$ cat src/sv/isrm_pkg.sv
// Package for the implicit surface ray marcher: payload types, register codes,
// sequencer states and fixed-point constants. No dependencies.
`default_nettype none
package isrm_pkg;

    localparam int unsigned CfgW = 17;
    localparam logic [16:0] StepCap = 17'd65536;
    // 11.8 in Q16.16, rounded
    localparam logic signed [51:0] FieldConst = 52'sd773325;

    typedef enum logic [1:0] {
        CFG_COARSE_STEP   = 2'd0,
        CFG_FINE_STEP     = 2'd1,
        CFG_STEP_BUDGET   = 2'd2,
        CFG_HIT_THRESHOLD = 2'd3
    } t_cfg_idx;

    typedef struct packed {
        logic signed [31:0] origin_x;
        logic signed [31:0] origin_y;
        logic signed [31:0] origin_z;
        logic signed [31:0] dir_x;
        logic signed [31:0] dir_y;
        logic signed [31:0] dir_z;
    } t_ray;

    typedef struct packed {
        logic               hit;
        logic signed [31:0] hit_distance;
        logic signed [31:0] hit_x;
        logic signed [31:0] hit_y;
        logic signed [31:0] hit_z;
    } t_hit;

    typedef enum logic [3:0] {
        ST_IDLE, ST_PL, ST_PH, ST_PC, ST_SQ, ST_Q4, ST_ACC, ST_DEC, ST_LOOP, ST_FIN
    } t_state;

    function automatic logic signed [31:0] sat32(input logic signed [69:0] v);
        if (v > 70'sh7FFFFFFF) begin
            return 32'sh7FFFFFFF;
        end else if (v < -70'sh80000000) begin
            return 32'sh80000000;
        end
        return v[31:0];
    endfunction

endpackage
`default_nettype wire

$ cat src/sv/isrm_ray_if.sv
// Ray input channel: valid/ready handshake carrying one ray.
// Depends on isrm_pkg.
`default_nettype none
interface isrm_ray_if import isrm_pkg::*; ();
    logic valid;
    logic ready;
    t_ray data;
    modport source (output valid, output data, input ready);
    modport sink (input valid, input data, output ready);
endinterface
`default_nettype wire

$ cat src/sv/isrm_hit_if.sv
// Hit result channel: valid/ready handshake carrying one march result.
// Depends on isrm_pkg.
`default_nettype none
interface isrm_hit_if import isrm_pkg::*; ();
    logic valid;
    logic ready;
    t_hit data;
    modport source (output valid, output data, input ready);
    modport sink (input valid, input data, output ready);
endinterface
`default_nettype wire

$ cat src/sv/isrm_mul.sv
// Shared 33x33 signed multiplier with registered product.
// Depends on isrm_pkg only for house consistency of types.
`default_nettype none
module isrm_mul import isrm_pkg::*; (
    input  wire logic               i_clk,
    input  wire logic signed [32:0] i_a,
    input  wire logic signed [32:0] i_b,
    output logic signed [65:0]      o_p
);
    logic signed [65:0] r_p;

    always_ff @(posedge i_clk) begin
        r_p <= i_a * i_b;
    end

    assign o_p = r_p;
endmodule
`default_nettype wire

$ cat src/sv/implicit_surface_ray_march.sv
// Ray marcher against the tanglecube surface x^4-5x^2+y^4-5y^2+z^4-5z^2+11.8.
// Depends on isrm_pkg, isrm_ray_if, isrm_hit_if and isrm_mul.
//
// Usage: a ray (origin, direction, Q16.16) is transferred on i_ray when ready is
// high; ready is high only while the sequencer is idle. One result per ray is
// offered on o_hit from an output register, so a new ray may start while the
// previous result still waits for its transfer.
// Sequence: all products go through the one shared 33x33 multiplier. The origin
// evaluation runs the square, fourth-power and accumulate states per axis term,
// then the sign decision. Each evaluation on the ray runs the loop state, the
// low, high and commit states per coordinate of the ray point and the square,
// fourth-power and accumulate states per axis term, then the decision; an axis
// term whose square overflows skips its accumulate state. With step_budget B
// there are at most B+1 evaluations on the ray. A hit recomputes the point and
// passes the finishing state; the sequencer returns to idle before the next ray.
// Reset restores the default register values and empties the output register.
// If the receiver stalls, the finished result holds in the output register and a
// ray that completes meanwhile waits in its last state until the register frees.
// The user must write registers via i_cfg_* only while the block is idle (unchecked).
`default_nettype none
module implicit_surface_ray_march import isrm_pkg::*; (
    input  wire logic            i_clk,
    input  wire logic            i_rst_n,
    input  wire logic            i_cfg_we,
    input  wire logic [1:0]      i_cfg_idx,
    input  wire logic [CfgW-1:0] i_cfg_data,
    isrm_ray_if.sink             i_ray,
    isrm_hit_if.source           o_hit
);
    logic [16:0] r_coarse, r_fine, r_thr;
    logic [15:0] r_budget;

    t_state r_state, n_state;
    logic signed [31:0] r_o [3];
    logic signed [31:0] r_d [3];
    logic signed [31:0] r_p [3];
    logic [1:0]  r_ax;
    logic signed [35:0] r_t;
    logic [16:0] r_step;
    logic [15:0] r_count;
    logic        r_fine_mode, r_org, r_final, r_big, r_pos, r_zero;
    logic signed [51:0] r_f;
    logic signed [65:0] r_pacc;
    logic [31:0] r_sq;
    logic        r_ov;
    t_hit        r_out;

    logic signed [32:0] m_a, m_b;
    logic signed [65:0] m_p;

    isrm_mul u_mul (.i_clk(i_clk), .i_a(m_a), .i_b(m_b), .o_p(m_p));

    // config
    always_ff @(posedge i_clk) begin
        if (!i_rst_n) begin
            r_coarse <= 17'd6554;
            r_fine   <= 17'd66;
            r_budget <= 16'd1000;
            r_thr    <= 17'd328;
        end else if (i_cfg_we) begin
            unique case (t_cfg_idx'(i_cfg_idx))
                CFG_COARSE_STEP:   r_coarse <= i_cfg_data;
                CFG_FINE_STEP:     r_fine   <= i_cfg_data;
                CFG_STEP_BUDGET:   r_budget <= i_cfg_data[15:0];
                CFG_HIT_THRESHOLD: r_thr    <= i_cfg_data;
            endcase
        end
    end

    logic [16:0] cstep, fstep;
    assign cstep = (r_coarse > StepCap) ? StepCap : r_coarse;
    assign fstep = (r_fine > StepCap) ? StepCap : r_fine;

    // datapath helpers
    logic [47:0] sq_full;
    logic        sq_big;
    logic signed [69:0] pt_full, pt_sum;
    logic signed [51:0] term, f_thr;
    logic        crossed;
    assign sq_full = m_p[63:16];
    assign sq_big  = |sq_full[47:32];
    assign pt_full = 70'(r_pacc) + (70'(m_p) <<< 17);
    assign pt_sum  = (pt_full >>> 16) + 70'(r_o[r_ax]);
    assign term    = 52'($signed({4'd0, m_p[63:16]}))
                     - 52'($signed({20'd0, r_sq}) * 52'sd5);
    assign f_thr   = 52'($signed({35'd0, r_thr}));
    // saturated field is huge and positive
    assign crossed = r_pos ? (!r_big && (r_f < f_thr)) : (r_big || (r_f > -f_thr));

    // next state
    always_comb begin
        n_state = r_state;
        unique case (r_state)
            ST_IDLE: if (i_ray.valid) n_state = ST_SQ;
            ST_PL:   n_state = ST_PH;
            ST_PH:   n_state = ST_PC;
            ST_PC: begin
                if (r_ax != 2'd2) n_state = ST_PL;
                else if (r_final) n_state = ST_FIN;
                else n_state = ST_SQ;
            end
            ST_SQ:   n_state = ST_Q4;
            ST_Q4: begin
                if (!sq_big) n_state = ST_ACC;
                else if (r_ax == 2'd2) n_state = ST_DEC;
                else n_state = ST_SQ;
            end
            ST_ACC:  n_state = (r_ax == 2'd2) ? ST_DEC : ST_SQ;
            ST_DEC: begin
                if (r_org) n_state = ST_LOOP;
                else if (crossed && r_fine_mode) n_state = ST_PL;
                else n_state = ST_LOOP;
            end
            ST_LOOP: n_state = (r_count < r_budget) ? ST_PL : ST_FIN;
            ST_FIN:  if (!r_ov || o_hit.ready) n_state = ST_IDLE;
            default: n_state = ST_IDLE;
        endcase
    end

    // multiplier operands and handshake outputs
    always_comb begin
        m_a = '0;
        m_b = '0;
        unique case (r_state)
            ST_PL: begin
                m_a = $signed({16'd0, r_t[16:0]});
                m_b = 33'(r_d[r_ax]);
            end
            ST_PH: begin
                m_a = 33'($signed(r_t[35:17]));
                m_b = 33'(r_d[r_ax]);
            end
            ST_SQ: begin
                m_a = 33'(r_p[r_ax]);
                m_b = 33'(r_p[r_ax]);
            end
            ST_Q4: begin
                m_a = $signed({1'b0, sq_full[31:0]});
                m_b = $signed({1'b0, sq_full[31:0]});
            end
            default: ;
        endcase
    end

    assign i_ray.ready = (r_state == ST_IDLE);
    assign o_hit.valid = r_ov;
    assign o_hit.data  = r_out;

    always_ff @(posedge i_clk) begin
        if (!i_rst_n) begin
            r_state <= ST_IDLE;
            r_ov    <= 1'b0;
        end else begin
            r_state <= n_state;
            if (o_hit.ready) r_ov <= 1'b0;
            if (r_state == ST_FIN && (!r_ov || o_hit.ready)) r_ov <= 1'b1;
        end
    end

    always_ff @(posedge i_clk) begin
        unique case (r_state)
            ST_IDLE: if (i_ray.valid) begin
                r_o[0] <= i_ray.data.origin_x;
                r_o[1] <= i_ray.data.origin_y;
                r_o[2] <= i_ray.data.origin_z;
                r_d[0] <= i_ray.data.dir_x;
                r_d[1] <= i_ray.data.dir_y;
                r_d[2] <= i_ray.data.dir_z;
                r_p[0] <= i_ray.data.origin_x;
                r_p[1] <= i_ray.data.origin_y;
                r_p[2] <= i_ray.data.origin_z;
                r_ax        <= 2'd0;
                r_t         <= '0;
                r_step      <= cstep;
                r_count     <= '0;
                r_fine_mode <= 1'b0;
                r_org       <= 1'b1;
                r_final     <= 1'b0;
                r_big       <= 1'b0;
                r_f         <= FieldConst;
            end
            ST_PL: ;
            ST_PH: r_pacc <= m_p;
            ST_PC: begin
                r_p[r_ax] <= sat32(pt_sum);
                r_ax <= (r_ax == 2'd2) ? 2'd0 : r_ax + 2'd1;
                r_f   <= FieldConst;
                r_big <= 1'b0;
            end
            ST_SQ: ;
            ST_Q4: begin
                r_sq <= sq_full[31:0];
                if (sq_big) begin
                    r_big <= 1'b1;
                    if (r_ax != 2'd2) r_ax <= r_ax + 2'd1;
                end
            end
            ST_ACC: begin
                r_f <= r_f + term;
                if (r_ax != 2'd2) r_ax <= r_ax + 2'd1;
            end
            ST_DEC: begin
                r_ax <= 2'd0;
                if (r_org) begin
                    r_org  <= 1'b0;
                    r_pos  <= r_big || (r_f > 52'sd0);
                    r_zero <= !r_big && (r_f == 52'sd0);
                end else if (crossed) begin
                    if (!r_fine_mode) begin
                        // back up one coarse step, continue fine; not counted
                        r_t         <= r_t - 36'($signed({1'b0, r_step}));
                        r_step      <= fstep;
                        r_fine_mode <= 1'b1;
                    end else begin
                        r_final <= 1'b1;
                        if (r_pos) r_t <= r_t - 36'($signed({1'b0, r_thr}));
                        else if (!r_zero) r_t <= r_t + 36'($signed({1'b0, r_thr}));
                    end
                end else begin
                    r_count <= r_count + 16'd1;
                end
            end
            ST_LOOP: begin
                r_ax <= 2'd0;
                if (r_count < r_budget) r_t <= r_t + 36'($signed({1'b0, r_step}));
            end
            ST_FIN: if (!r_ov || o_hit.ready) begin
                r_out.hit <= r_final;
                r_out.hit_distance <= r_final ? sat32(70'(r_t)) : '0;
                r_out.hit_x <= r_final ? r_p[0] : '0;
                r_out.hit_y <= r_final ? r_p[1] : '0;
                r_out.hit_z <= r_final ? r_p[2] : '0;
            end
            default: ;
        endcase
    end
endmodule
`default_nettype wire
$ cat src/flat_wrapper.sv
// flat-port wrapper written by rule: the top's interface ports become plain ports
module implicit_surface_ray_march_flat import isrm_pkg::*;
  (i_clk, i_rst_n, i_cfg_we, i_cfg_idx, i_cfg_data, i_ray_valid, i_ray_data, i_ray_ready, o_hit_valid, o_hit_data, o_hit_ready);
  isrm_ray_if i_ray_i ();
  isrm_hit_if o_hit_i ();
  input  wire logic i_clk;
  input  wire logic i_rst_n;
  input  wire logic i_cfg_we;
  input  wire logic [1:0] i_cfg_idx;
  input  wire logic [CfgW-1:0] i_cfg_data;
  input wire logic [$bits(i_ray_i.valid)-1:0] i_ray_valid;
  input wire logic [$bits(i_ray_i.data)-1:0] i_ray_data;
  output wire logic [$bits(i_ray_i.ready)-1:0] i_ray_ready;
  output wire logic [$bits(o_hit_i.valid)-1:0] o_hit_valid;
  output wire logic [$bits(o_hit_i.data)-1:0] o_hit_data;
  input wire logic [$bits(o_hit_i.ready)-1:0] o_hit_ready;
  assign i_ray_i.valid = i_ray_valid;
  assign i_ray_i.data = i_ray_data;
  assign i_ray_ready = i_ray_i.ready;
  assign o_hit_valid = o_hit_i.valid;
  assign o_hit_data = o_hit_i.data;
  assign o_hit_i.ready = o_hit_ready;
  implicit_surface_ray_march u_core (.i_clk(i_clk), .i_rst_n(i_rst_n), .i_cfg_we(i_cfg_we), .i_cfg_idx(i_cfg_idx), .i_cfg_data(i_cfg_data), .i_ray(i_ray_i), .o_hit(o_hit_i));
endmodule
$ cat config.mk
export PLATFORM = sky130hd
export DESIGN_NAME = implicit_surface_ray_march_flat
export DESIGN_NICKNAME = d
export VERILOG_FILES = /design/src/sv/isrm_pkg.sv /design/src/sv/isrm_ray_if.sv /design/src/sv/isrm_hit_if.sv /design/src/sv/isrm_mul.sv /design/src/sv/implicit_surface_ray_march.sv /design/src/flat_wrapper.sv
export SDC_FILE = /design/constraint.sdc
export NUM_CORES = 2
export LEC_CHECK = 0
export ABC_AREA = 1
export BUFFER_PORTS_ARGS = -buffer_cell sky130_fd_sc_hd__buf_4
export CORE_MARGIN = 5
export CORE_UTILIZATION = 43
export CTS_CLUSTER_SIZE = 10
export DETAILED_ROUTE_END_ITERATION = 6
export GPL_TIMING_DRIVEN = 0
export PLACE_DENSITY = 0.63
export SKIP_CTS_REPAIR_TIMING = 1
export SLEW_MARGIN = 20
export SYNTH_ARGS = -nofsm -noshare
export SYNTH_HDL_FRONTEND = slang
export SYNTH_SLANG_ARGS = --single-unit
$ cat constraint.sdc
create_clock -name i_clk -period 15.6 [get_ports i_clk]
set_input_delay 1.56 -clock i_clk [delete_from_list [all_inputs] [get_ports i_clk]]
set_output_delay 1.56 -clock i_clk [all_outputs]
set_load 0.01 [all_outputs]
==> key figures <==
Status
  – Status: finished clean

Critical path
  – Critical Path Max Stage Delay: 1.00 ns
  – CP endpoint kind: register
  – Worst Path Max Fanout: 10
  – Worst Setup Path Type: reg -> reg
  – R2R setup slack: roughly 2.6 ns
  – Arr. time, crit path: 13.65 ns
  – Worst setup SP type: register
  – Required @ worst endpoint: 16.23 ns
  – Worst path slowest cell: a31oi_1
  – CP dominant cell by count: fa_1

CTS
  – CTS tree: yes
  – Longest Clk Path Bufs: 3
  – Num CTS Buffers: 98
  – H-tree Lvls: 3
  – Sink Count: 800
  – Clk slew on worst S/H paths: 0.06 ns
  – Worst skew pair latency: approximately 0.8 ns
  – Root Driver: clkbuf_16

Placement
  – IO buf count: about 350
  – DP Wirelength: 327000 microns
  – RePlAce Congestion: about 1.0
  – Post-DP Area: 0.0972 sq mm

Global routing
  – First-pass GRT wire length: 548000 microns
  – Vias in the first global route: 77400
  – Pin count of the biggest net entering global routing: 51
  – Gr usage total: 35.0%
  – Initial antenna violation count: between 50 and 60
  – Residual overflow from global routing: 0

Detailed routing
  – Routed WL: 386000 microns
  – Per-cell routed wire length: approximately 27 microns
  – Routed Antenna Nets: 0
  – DR vias/cell: 5.47
  – First-pass DRT Iterations: 7
  – DRC: 0
  – Via count: 78600
  – 1st-iter DRT viols: 9745

Die
  – Starting Density: 43.1%
  – I/O pins: 347
  – Placeable Area: ~0.21 sq mm
  – Die width: 468 microns
  – Die H: 468 microns
  – Num rows: 168
  – DIE AREA: between 0.2 and 0.25 sq mm

Synth
  – Post-Synthesis Cells: 11000
  – Cell area after synthesis: 0.0903 sq mm
  – Post-synth top area cell: fa_1
  – Synth async-reset ratio: 0%
  – Unique masters post-synth: slightly below 70
  – Top cell type's share of synthesized area: between 20% and 30%
  – Syn avg cell area: about 8.2 sq um
  – Syn_nets: 13000
  – Sequential area share after synthesis: 25.0%
  – Yosys reg bits: 800
  – Synth warn: 0
  – Post-synth EDFFs: 660
  – Ys flop type: edfxtp_1
  – Ranking of synthesized cells by area: fa_1, edfxtp_1, nand2_1

Timing
  – Layout Skew: 0.0721 ns
  – Final Hold Viols: 0
  – Fin. max-slew vios: 0
  – Worst slew pin tran: 1.32 ns
  – Slew HR: 11.7%
  – Fin crit share: 83.5%
  – Setup-failing EPs final: 0
  – Min Tclk post-route: 13.02 ns
  – Setup TNS: 0 ns
  – Fmax: 76.8 MHz
  – RSZ-0062 raised after global routing: false

Hold path
  – Min-Delay Path Class: reg -> reg

Finish
  – Layout area overhead: 11.2%
  – Most frequent cells in the layout: nand2_1, inv_1, fa_1, edfxtp_1, nor2_1
  – Fillcell total: ~21000
  – Nets: 13500
  – Fin area: 0.100 sq mm
  – Most common cell after layout, fill and taps aside: nand2_1
  – Share of cells above drive strength 1: 6.94%

Job
  – Max_cap viols: 0
-- flip-flops by register name, summed over array words and instances, names as in the netlist, 4 cells and up, named ones only --
name	flops
u_core.r_thr	17
u_core.u_mul.o_p	66
u_core.r_fine	17
u_core.r_pacc	50
u_core.r_o	96
u_core.r_coarse	17
u_core.r_t	36
u_core.r_sq	32
u_core.r_budget	16
u_core.r_p	128
u_core.r_step	17
u_core.r_d	96
u_core.r_f	52
u_core.r_count	16
u_core.o_hit.data	129
u_core.r_state	4
-- critical path, delay by kind of cell, from the launching register on --
kind                       cells  cell delay, ns
AOI/OAI and AO/OA              6            2.66
adders and majority gates      9            4.67
DFF                            1            0.34
and+or+nand+nor                9            1.46
buffers and inverters         11            3.71
-- layout make-up --
class,count,area [sq um],area share (%)
clock inverter,27,407,0.405
clock buffer,133,2660,2.65
tap,2805,3510,3.50
buffer,346,1450,1.45
inverter,2641,9910,9.87
multi-input combinational,7191,56500,56.3
antenna,27,67.6,0.0673
sequential,800,22600,22.5
timing repair buffer,399,3280,3.27
-- worst paths after layout --
check                                        start                                to  cells past startpoint
hold reg to reg   u_core.r_budget[11]$_SDFFE_PN0P_  u_core.r_budget[11]$_SDFFE_PN0P_                      2
setup reg to reg                          register      u_core.u_mul.o_p[56]$_DFF_P_                     35
setup / recovery                          register      u_core.u_mul.o_p[56]$_DFF_P_                     35
hold / removal    u_core.r_budget[11]$_SDFFE_PN0P_  u_core.r_budget[11]$_SDFFE_PN0P_                      2
-- through the flow --
stage | std cells | hold slack, ns | setup slack (ns) | utilization, %
6_report | 14400 | 0.465 | 2.58 | 48.0
5_1_grt | 14400 | 0.494 | 2.39 | 47.9
4_1_cts | 14300 | 0.469 | 2.97 | 47.9
3_5_place_dp | 14200 | 0.461 | 3.04 | 46.4
3_3_place_gp | 14100 | 0.460 | -7.02 | 46.1
2_1_floorplan | 11000 | 0.386 | 0.914 | -
-- layer usage --
| layer | GRT usage, % | vias to the layer above | share of wire, % |
|---|---|---|---|
| met2 | 50.7 | 4319 | 42 |
| met3 | 7.67 | 671 | 11 |
| met5 | 0 | - | 0.0091 |
| li1 | - | 34700 | - |
| met1 | 50.0 | 38900 | 42 |
| met4 | 16.0 | 6 | 5.4 |
-- logic make-up (layout without fill, tap and decap cells) --
kind of cell / count (synthesis) / after routing / synth area share [%]
muxes: 1 / 1 / 0.0111
adders and majority gates: 1762 / 1762 / 34.3
buffers and inverters: 2987 / 3546 / 12.5
other: 0 / 27 / 0
and+or+nand+nor: 3910 / 3910 / 17.9
AOI/OAI and AO/OA: 1298 / 1298 / 8.09
xor gates and xnor gates: 220 / 220 / 2.14
DFF: 800 / 800 / 25.0
-- cells in the mapped netlist, drive strengths merged (84+ instances only) --
| library cell | number |
|---|---|
| xor2 | 144 |
| edfxtp | 660 |
| a31oi | 84 |
| dfxtp | 140 |
| nand2 | 2748 |
| fa | 1184 |
| inv | 2634 |
| a21oi | 623 |
| nand3 | 247 |
| ha | 578 |
| clkbuf | 292 |
| nor2 | 647 |
| o21ai | 367 |
Power is left out: the tool's default activity adds up to more than one toggle a clock period on the data nets, which glitch-free logic cannot reach.
